## src/rtl/two_level_page_walk_core_defines.svh

```systemverilog
// Assertion macros shared by the page walk RTL
`ifndef TWO_LEVEL_PAGE_WALK_CORE_DEFINES_SVH
`define TWO_LEVEL_PAGE_WALK_CORE_DEFINES_SVH

// Same-cycle implication, disabled while in reset
`define TLPW_ASSERT_IMPLIES(label, clk, rst_n, ante, cons, msg) \
    label: assert property (@(posedge clk) disable iff (!rst_n) (ante) |-> (cons)) \
        else $error(msg);

// Next-cycle implication, disabled while in reset
`define TLPW_ASSERT_NEXT(label, clk, rst_n, ante, cons, msg) \
    label: assert property (@(posedge clk) disable iff (!rst_n) (ante) |=> (cons)) \
        else $error(msg);

`endif

```

## src/rtl/tlpw_pkg.sv

```systemverilog
// Types and constants for the two-level page walk core
`timescale 1ns / 1ps

package tlpw_pkg;

    localparam int ENTRIES_PER_LEVEL = 1024;
    localparam int DIR_IDX_W         = 10;
    localparam int PAGE_OFF_W        = 22;
    localparam int FLAGS_W           = 12;
    localparam int PRESENT_BIT       = 0;
    localparam int LARGE_BIT         = 7;

    localparam int QUEUE_DEPTH = 2;
    localparam int QPTR_W      = 1;
    localparam int QCNT_W      = 2;

    localparam logic [1:0] FUNC_DIR_WRITE = 2'd0;
    localparam logic [1:0] FUNC_TAB_WRITE = 2'd1;
    localparam logic [1:0] FUNC_TRANSLATE = 2'd2;

    typedef enum logic [1:0] {
        OP_DIR_WRITE,
        OP_TAB_WRITE,
        OP_TRANSLATE,
        OP_NOP
    } op_t;

    typedef struct packed {
        logic [1:0]  func;
        logic [31:0] virt_addr;
        logic [31:0] entry_word;
    } req_item_t;

    typedef struct packed {
        logic        hit;
        logic [31:0] phys_addr;
        logic [11:0] entry_flags;
        logic        write_error;
    } rsp_item_t;

    typedef struct packed {
        op_t                   op;
        logic [DIR_IDX_W-1:0]  dir_idx;
        logic [PAGE_OFF_W-1:0] page_off;
        logic [31:0]           word;
    } queue_entry_t;

    typedef struct packed {
        logic clearing;
    } back_status_t;

endpackage

```

## src/rtl/tlpw_front.sv

```systemverilog
// Front end: accept, decode and queue page walk transactions
`timescale 1ns / 1ps
`include "two_level_page_walk_core_defines.svh"

module tlpw_front (
    input  logic                   clk,
    input  logic                   rst_n,
    input  logic                   req_valid,
    output logic                   req_ready,
    input  tlpw_pkg::req_item_t    req,
    input  tlpw_pkg::back_status_t status,
    output logic                   q_valid,
    output tlpw_pkg::queue_entry_t q_entry,
    input  logic                   q_pop
);

    tlpw_pkg::queue_entry_t                 slots_reg [tlpw_pkg::QUEUE_DEPTH];
    tlpw_pkg::queue_entry_t                 entry_next;
    logic [tlpw_pkg::QPTR_W-1:0]            wr_ptr_reg;
    logic [tlpw_pkg::QPTR_W-1:0]            wr_ptr_next;
    logic [tlpw_pkg::QPTR_W-1:0]            rd_ptr_reg;
    logic [tlpw_pkg::QPTR_W-1:0]            rd_ptr_next;
    logic [tlpw_pkg::QCNT_W-1:0]            count_reg;
    logic [tlpw_pkg::QCNT_W-1:0]            count_next;
    logic                                   push;

    always_comb
    begin
        entry_next.dir_idx  = req.virt_addr[31:22];
        entry_next.page_off = req.virt_addr[21:0];
        entry_next.word     = req.entry_word;
        case (req.func)
            tlpw_pkg::FUNC_DIR_WRITE: entry_next.op = tlpw_pkg::OP_DIR_WRITE;
            tlpw_pkg::FUNC_TAB_WRITE: entry_next.op = tlpw_pkg::OP_TAB_WRITE;
            tlpw_pkg::FUNC_TRANSLATE: entry_next.op = tlpw_pkg::OP_TRANSLATE;
            default:                  entry_next.op = tlpw_pkg::OP_NOP;
        endcase
    end

    assign req_ready = (count_reg != tlpw_pkg::QCNT_W'(tlpw_pkg::QUEUE_DEPTH))
                       && !status.clearing;
    assign push      = req_valid && req_ready;
    assign q_valid   = (count_reg != '0);
    assign q_entry   = slots_reg[rd_ptr_reg];

    always_comb
    begin
        wr_ptr_next = push  ? wr_ptr_reg + 1'b1 : wr_ptr_reg;
        rd_ptr_next = q_pop ? rd_ptr_reg + 1'b1 : rd_ptr_reg;
        case ({push, q_pop})
            2'b10:   count_next = count_reg + 1'b1;
            2'b01:   count_next = count_reg - 1'b1;
            default: count_next = count_reg;
        endcase
    end

    always_ff @(posedge clk or negedge rst_n)
    begin
        if (!rst_n)
        begin
            wr_ptr_reg <= '0;
            rd_ptr_reg <= '0;
            count_reg  <= '0;
        end
        else
        begin
            wr_ptr_reg <= wr_ptr_next;
            rd_ptr_reg <= rd_ptr_next;
            count_reg  <= count_next;
        end
    end

    always_ff @(posedge clk)
    begin
        if (push)
        begin
            slots_reg[wr_ptr_reg] <= entry_next;
        end
    end

    `TLPW_ASSERT_IMPLIES(a_count_bound, clk, rst_n, 1'b1, count_reg <= tlpw_pkg::QCNT_W'(tlpw_pkg::QUEUE_DEPTH), "queue count overflow")
    `TLPW_ASSERT_IMPLIES(a_pop_nonempty, clk, rst_n, q_pop, count_reg != '0, "pop from empty queue")
    `TLPW_ASSERT_IMPLIES(a_no_push_clear, clk, rst_n, status.clearing, !push, "transaction accepted during clear")

endmodule

```

## config.mk

```make
export PLATFORM = sky130hd
export DESIGN_NAME = tlpw_front
export DESIGN_NICKNAME = d
export VERILOG_FILES = /design/src/rtl/tlpw_pkg.sv /design/src/rtl/tlpw_front.sv
export VERILOG_INCLUDE_DIRS = /design/src /design/src/rtl
export SDC_FILE = /design/constraint.sdc
export NUM_CORES = 1
export LEC_CHECK = 0
export ABC_AREA = 1
export BUFFER_PORTS_ARGS = -buffer_cell sky130_fd_sc_hd__buf_2
export CAP_MARGIN = 20
export CORE_MARGIN = 4
export CORE_UTILIZATION = 52
export CTS_BUF_LIST = sky130_fd_sc_hd__clkbuf_4 sky130_fd_sc_hd__clkbuf_8 sky130_fd_sc_hd__clkbuf_16
export DETAILED_ROUTE_END_ITERATION = 10
export PLACE_DENSITY = 0.79
export SETUP_SLACK_MARGIN = 0.15
export SYNTH_ARGS = -nofsm -noshare
export SYNTH_HDL_FRONTEND = slang
export SYNTH_SLANG_ARGS = --single-unit
```

## constraint.sdc

```tcl
create_clock -name clk -period 5.3 [get_ports clk]
set_input_delay 0.265 -clock clk [delete_from_list [all_inputs] [get_ports clk]]
set_output_delay 0.265 -clock clk [all_outputs]
set_load 0.05 [all_outputs]
```

# Word level (Yosys, flattened, before mapping)
# Memory sizes are Yosys's and may differ from the RTL's.
# Cells that the tools add are included.
# classes
addsub	4
n_eq_ne	5
mux	4
reduce_logical	6
# op_table
op	n
$pmux W2 S3	1
$eq A2 B1 Y1 const B	2
$eq A2 B2 Y1 const B	2
$pmux W2 S2	1
$reduce_bool A2 Y1	2
$add A1 B1 Y1 const B	2
$add A2 B1 Y2 const B	1
$logic_and A1 B1 Y1	2
$logic_not A2 Y1	1
$mux W1	2
$ne A2 B2 Y1 const B	1
$sub A2 B1 Y2 const B	1
$logic_not A1 Y1	1
# word_totals
register_bits	4
mem_bits_rw	132
input_bits	71
output_inout_bits	68
elab_cells	23
n_memories	1
# memory_table
memory	words	width	rd	rd_ports_with_merged_regs	write_ports	line	text
slots_reg	2	66	1	0	1	tlpw_front.sv:17	tlpw_pkg::queue_entry_t slots_reg [tlpw_pkg::QUEUE_DEPTH];

# Depth between registers and ports, before layout
# Gate-level depths: netlist of the first run.
# logic_depth
ltp_word	5
depth_mapped	9
ltp_nobuf	9

# Worst setup path before layout of the first run
# No wires, ideal clock.
# synth_timing
path_kind	reg-to-reg
start	reg count_reg[0] in the netlist's numbering
end	mem slots_reg[1][0] in the netlist's numbering (enable)
setup_time_ns	0.490
t_arrival_ns	3.380
required_time_ns	4.810
path_slack_ns	1.430
path_stages_with_launch	5
path_buffers	0
synth_period_minus_slack_ns	3.870
cell_sequence	dfrtp_1 -> inv_1 -> nand2_1 -> nand3_1 -> nor2_1
# synth_between
elab_chain_cells	5
# synth_rtl
element	line	text
from (decl)	tlpw_front.sv:23	logic [tlpw_pkg::QCNT_W-1:0] count_reg;
from (signal assigned)	tlpw_front.sv:69	count_reg <= count_next;
$ne A2 B2 Y1	tlpw_front.sv:40	assign req_ready = (count_reg != tlpw_pkg::QCNT_W'(tlpw_pkg::QUEUE_DEPTH))
$logic_and A1 B1 Y1	tlpw_front.sv:41	&& !status.clearing;
$logic_and A1 B1 Y1	tlpw_front.sv:42	assign push = req_valid && req_ready;
$mux W1	tlpw_front.sv:75	if (push)
$mux W1 (not written as such)	tlpw_front.sv:77	slots_reg[wr_ptr_reg] <= entry_next;
to (decl)	tlpw_front.sv:17	
# No other way between the ends.

# Worst setup path after layout of the first run
# layout_timing
start	reg count_reg[0] in the netlist's numbering
end	mem slots_reg[1][2] in the netlist's numbering (enable)
# The elaborated chain is that of the path after synthesis.

==> flow_summary.toml, run 1 <==
[status]
status = "completed"

[route]
wire_per_inst_um = 14.2
via_per_inst = 4.71
drcViolationCount = 0
num_vias = 3452
drt_iter0_markers = 229
ant_nets = 0
routed_wl_mm = 10.4
drtPass1Iterations = 4

[finish]
area_delta_synth_final_pct = 41.2
layout_commonest_cell = "buf_2"
nFillCells = 590
final_cell_mix = "buf_2, edfxtp_1, nand2_1"
final_layout_size_suffix_gt1_share_pct = 29.0
final_cell_area_mm2 = 0.00726
nNetsFinal = 658
largest_register_ffs = 132

[logic_synthesis]
synth_nets = 446
postSynthCellCount = 374
synthDistinctLibCells = 16
netlist_area_mm2 = 0.00514
ys_seq_area_share_pct = 79.1
syn_avg_cell_area_um2 = 13.7
synth_seq_cells = 136
yosys_warnings = 0

[clock_network]
cts_resized = 0
cts_root_buffer = "clkbuf_8"
htreeDepth = 4
cts_made_buffers = 17
cts_setup_buffers = 0
cts_hold_buf = 68
cts.sinks = 136
cts.reportedPaths.clkPinSlew_ns = 0.06
cts_tree = "yes"
worstSkewPairLatency_ns = 0.51
clock_path_buffers = 2

[global_routing]
grt_pass1_vias = 3473
grtUsageTotal_pct = 18.6
grt_overflow = 0
grt_pass1_wl_mm = 16.3
gr-usage-met2_pct = 32.3
grt_start_max_net_pins = 134
grt-busiest-layer = "met2"
grt_use_met1_pct = 21.3
gr-usage-met3_pct = 5.88
antenna_found_initial = 1

[critical_path]
critPathTopFamily = "simple AND/OR/NAND/NOR gates"
crit_path_end_kind = "flip-flop"
critPathMaxStageDelay_ns = 0.76
worstPathRequired_ns = 5.45
crit_fanout = 34
worstPathArrival_ns = 2.59
crit_buf_inv = 2
cp_slowest_cell = "nor2_4"
startpoint_type = "flip-flop"
path_cells = "inv_1 -> nand2_1 -> nand3_1 -> nor2_4 -> buf_4"
critPathKind = "reg2reg"

[timing]
worst_clock_skew_ns = 0.00765
fin_crit_ns = 2.44
rsz0062_at_grt = "false"
final-setup-viol-count = 0
final_max_slew_viol_count = 0
hold_violations = 0
setup_tns_ns = 0
slew-limit-headroom_pct = 37.2
tightest_slew_ns = 0.940
fmax_ghz = 0.410
post-route-period-util_pct = 46.0

[pwr]
ir_worst_vdd_uv = 378
cellLeakagePower_nw = 3.10
power.density_mw_per_mm2 = 593

[placement]
io_buffers = 138
gp_congestion = 0.761
place_area_mm2 = 0.00589
dp_hpwl_mm = 5.98

[die]
die_width_um = 107
rows = 36
core_mm2 = 0.00968
io-pin-count = 139
initial_core_util_pct = 53.1
dieArea_mm2 = 0.0115
die_y_um = 107

[run]
cap_viol_max_count = 0

[min_path]
min_path_type = "in2reg"
routing by layer:
layer | wire (um) | up-vias
met2 | 5380 | 122
met1 | 4110 | 1624
met5 | 0 | -
met3 | 729 | 20
met4 | 177 | 0
li1 | - | 1686
cell families after synthesis:
logic type | after synthesis | synth area share, %
flip-flops | 136 | 79.1
buffers and inverters | 89 | 7.89
AND/OR/NAND/NOR | 79 | 5.92
AO/OA/AOI/OAI | 67 | 6.53
XOR/XNOR | 2 | 0.341
adder cells (fa/ha/maj) | 1 | 0.243
metrics by stage:
step                util (%)  cells  setup WS, ns  power (mW)  hold WS [ns]
detailed placement      60.8    631          2.85        2.97        0.0768
floorplan                  -    374          1.43        2.67       -0.0306
finish                  74.9    733          2.86        4.30         0.120
global route            74.9    733          2.65        4.48         0.103
global placement        60.8    631          2.95        2.95        0.0719
CTS                     74.6    731          2.65        4.30        0.0712
report_power, final:
part	leakage (nW)	switching, mW	internal [mW]
clock	0.314	0.416	0.867
sequential	1.25	0.0908	1.34
combinational	1.53	1.25	0.331
total	3.10	1.76	2.54
Yosys cell counts:
library cell,count,share of area [%]
edfxtp_1,132,77
nand2_1,74,5.4
inv_1,73,5.3
o21ai_0,66,6.4
clkbuf_1,8,0.58
clkbuf_8,6,1.6
dfrtp_1,4,1.9
nand3_1,2,0.19
nand4_1,2,0.24
a21oi_1,1,0.097
buf_4,1,0.15
buf_6,1,0.22
ha_1,1,0.24
nor2_1,1,0.073
xnor2_1,1,0.17
xor2_1,1,0.17
area by class of cell:
cell class	instances	area, um^2	area share, %
multi-input cells	149	677	9.33
clock inverters	13	225	3.10
diodes	1	2.50	0.0345
clock buffers	19	429	5.91
inverters	73	274	3.78
well taps	133	166	2.29
flip-flops and latches	136	4070	56.1
repair buffers	209	1410	19.5
path summary, 6_finish.rpt:
path,cells past startpoint,endpoint,slack [ns],startpoint
worst min-delay path,3,wr_ptr_reg$_DFFE_PN0P_,0.12,req_valid
worst min register to register,2,wr_ptr_reg$_DFFE_PN0P_,0.49,wr_ptr_reg$_DFFE_PN0P_
worst max register to register,5,slots_reg[1][2]$_DFFE_PP_,2.86,count_reg[0]$_DFFE_PN0P_
max in group asynchronous,2,rd_ptr_reg$_DFFE_PN0P_,5.02,rst_n
min in group asynchronous,2,count_reg[1]$_DFFE_PN0P_,0.14,rst_n
worst max-delay path,5,slots_reg[1][2]$_DFFE_PP_,2.86,count_reg[0]$_DFFE_PN0P_
worst reg2reg max path, delay by kind of cell (launching register included):
family	cells	cell delay (ns)
and+or+nand+nor	3	1.02
buffers and inverters	2	0.66
DFF	1	0.38
(Power assumes the default switching activity.)
==> inputs of run 2 (changes only) <==
==> constraint.sdc (replaced) <==
create_clock -name clk -period 2.5 [get_ports clk]
set_input_delay 0.125 -clock clk [delete_from_list [all_inputs] [get_ports clk]]
set_output_delay 0.125 -clock clk [all_outputs]
set_load 0.05 [all_outputs]
==> flow_summary.toml, run 2 (same netlist as run 1, synthesis figures left out) <==
[finish]
final_layout_size_suffix_gt1_share_pct = 29.5
layout_commonest_cell = "buf_2"
final_cell_mix = "buf_2, edfxtp_1, nand2_1"
nFillCells = 607
multi_input_area_um2 = 677
final_cell_area_mm2 = 0.00722
largest_register_ffs = 132
nNetsFinal = 665
ff_latch_area_mm2 = 0.00407
area_delta_synth_final_pct = 40.6

[placement]
gp_congestion = 0.779
place_area_mm2 = 0.00593
io_buffers = 138
dp_hpwl_mm = 6.19

[pwr]
clockPowerShare_pct = 25.9
total_power_mw = 8.77
ir_worst_vdd_uv = 1020
p_int_mw = 4.93
switchingPower_mw = 3.84
cellLeakagePower_nw = 3.08
p_sw_share_pct = 43.8
p_comb_share_pct = 39.8
power.density_mw_per_mm2 = 1210
seqPwrFrac_pct = 34.4

[die]
rows = 36
initial_core_util_pct = 53.1
core_mm2 = 0.00968
die_y_um = 107
io-pin-count = 139
dieArea_mm2 = 0.0115
die_width_um = 107

[timing]
fmax_ghz = 0.464
rsz0062_at_grt = "false"
fin_crit_ns = 2.16
worst_clock_skew_ns = 0.00809
holdWs_ns = 0.116
tightest_slew_ns = 0.514
setup_tns_ns = 0
slew-limit-headroom_pct = 65.7
final-setup-viol-count = 0
post-route-period-util_pct = 86.3
final_max_slew_viol_count = 0
hold_violations = 0

[clock_network]
clock_path_buffers = 2
cts_root_buffer = "clkbuf_8"
htreeDepth = 4
cts_made_buffers = 17
worstSkewPairLatency_ns = 0.51
cts_tree = "yes"
cts.sinks = 136
cts.reportedPaths.clkPinSlew_ns = 0.06

[route]
num_vias = 3575
drt_iter0_markers = 220
ant_nets = 0
via_per_inst = 4.82
wire_per_inst_um = 15.6
routed_wl_mm = 11.5
drtPass1Iterations = 4
drcViolationCount = 0

[min_path]
min_path_type = "in2reg"

[global_routing]
grtUsageTotal_pct = 20.7
grt_pass1_vias = 3811
grt_overflow = 0
antenna_found_initial = 1
grt_pass1_wl_mm = 18.0
grt_start_max_net_pins = 62

[critical_path]
crit_path_end_kind = "output port"
worstPathArrival_ns = 2.03
startpoint_type = "flip-flop"
crit_fanout = 32
critPathKind = "reg2out"
worstPathRequired_ns = 2.38

[status]
status = "completed"

[run]
cap_viol_max_count = 0
## run 2: cell types whose count changed in the layout (fill, tap and decap cells not counted)
cell           before  now
bufinv_16           6    1
buf_4               2    5
dlygate4sd3_1      68   71
clkinv_4            1    3
clkinvlp_4          2    4
inv_6               1    3
buf_12              0    1
clkbuf_4            2    1
clkinv_1            2    1
clkinv_2            1    2
diode_2             1    2
## run 2: repair_timing
| item | in CTS | in global routing |
|---|---|---|
| hold buffers | 71 | 0 |
| resized for setup | 0 | 0 |
| endpoints found under the setup margin | 0 | 14 |
| hold endpoints to repair | 139 | 0 |
| buffers inserted | 0 | 1 |
## run 2: routing by layer
metal  routed length, um  global-route usage, %  vias up
met5                   0                      0        -
met4                 363                   11.5        0
met3                 864                   6.30       34
met2                6070                   35.6      169
met1                4230                   22.8     1668
li1                    -                      -     1704
## run 2: cell type report
type / instances / area share [%]
sequential: 136 / 56.3
timing repair buffer: 216 / 20.6
clock buffer: 18 / 5.84
clock inverter: 14 / 1.75
inverter: 73 / 3.79
tap: 133 / 2.30
multi-input combinational: 149 / 9.37
antenna: 2 / 0.0693
## run 2: per-stage QoR
step                utilization [%]  setup WS, ns  std cells
floorplan                         -         0.185        374
global route                   74.6         0.231        740
finish                         74.6         0.343        741
detailed placement             61.3         0.798        635
CTS                            74.3         0.242        738
global placement               61.3         0.838        635
## run 2: power groups by stage
stage / Combinational (mW) / Sequential (mW) / Clock, mW
global placement: 3.21 / 3.07 / 0
detailed placement: 3.26 / 3.09 / 0
CTS: 3.36 / 3.04 / 2.30
global route: 3.71 / 3.04 / 2.43
finish: 3.49 / 3.01 / 2.27
floorplan: 2.70 / 2.96 / 0
## run 2: path summary, 6_finish.rpt
kind,depth (start not counted),slack [ns],from,end
min,5,0.12,status,wr_ptr_reg$_DFFE_PN0P_
max in group asynchronous,3,1.72,rst_n,rd_ptr_reg$_DFFE_PN0P_
max reg2reg,5,0.77,count_reg[0]$_DFFE_PN0P_,slots_reg[1][32]$_DFFE_PP_
max,4,0.34,rd_ptr_reg$_DFFE_PN0P_,q_entry[22]
min in group asynchronous,3,0.57,rst_n,count_reg[0]$_DFFE_PN0P_
min reg2reg,2,0.49,wr_ptr_reg$_DFFE_PN0P_,wr_ptr_reg$_DFFE_PN0P_
## run 2: worst max-delay path, cell delays in order, from the launching register on
cell     delay, ns
dfrtp_4       0.68
buf_4         0.33
nand2_1       0.10
o21ai_0       0.10
buf_2         0.30
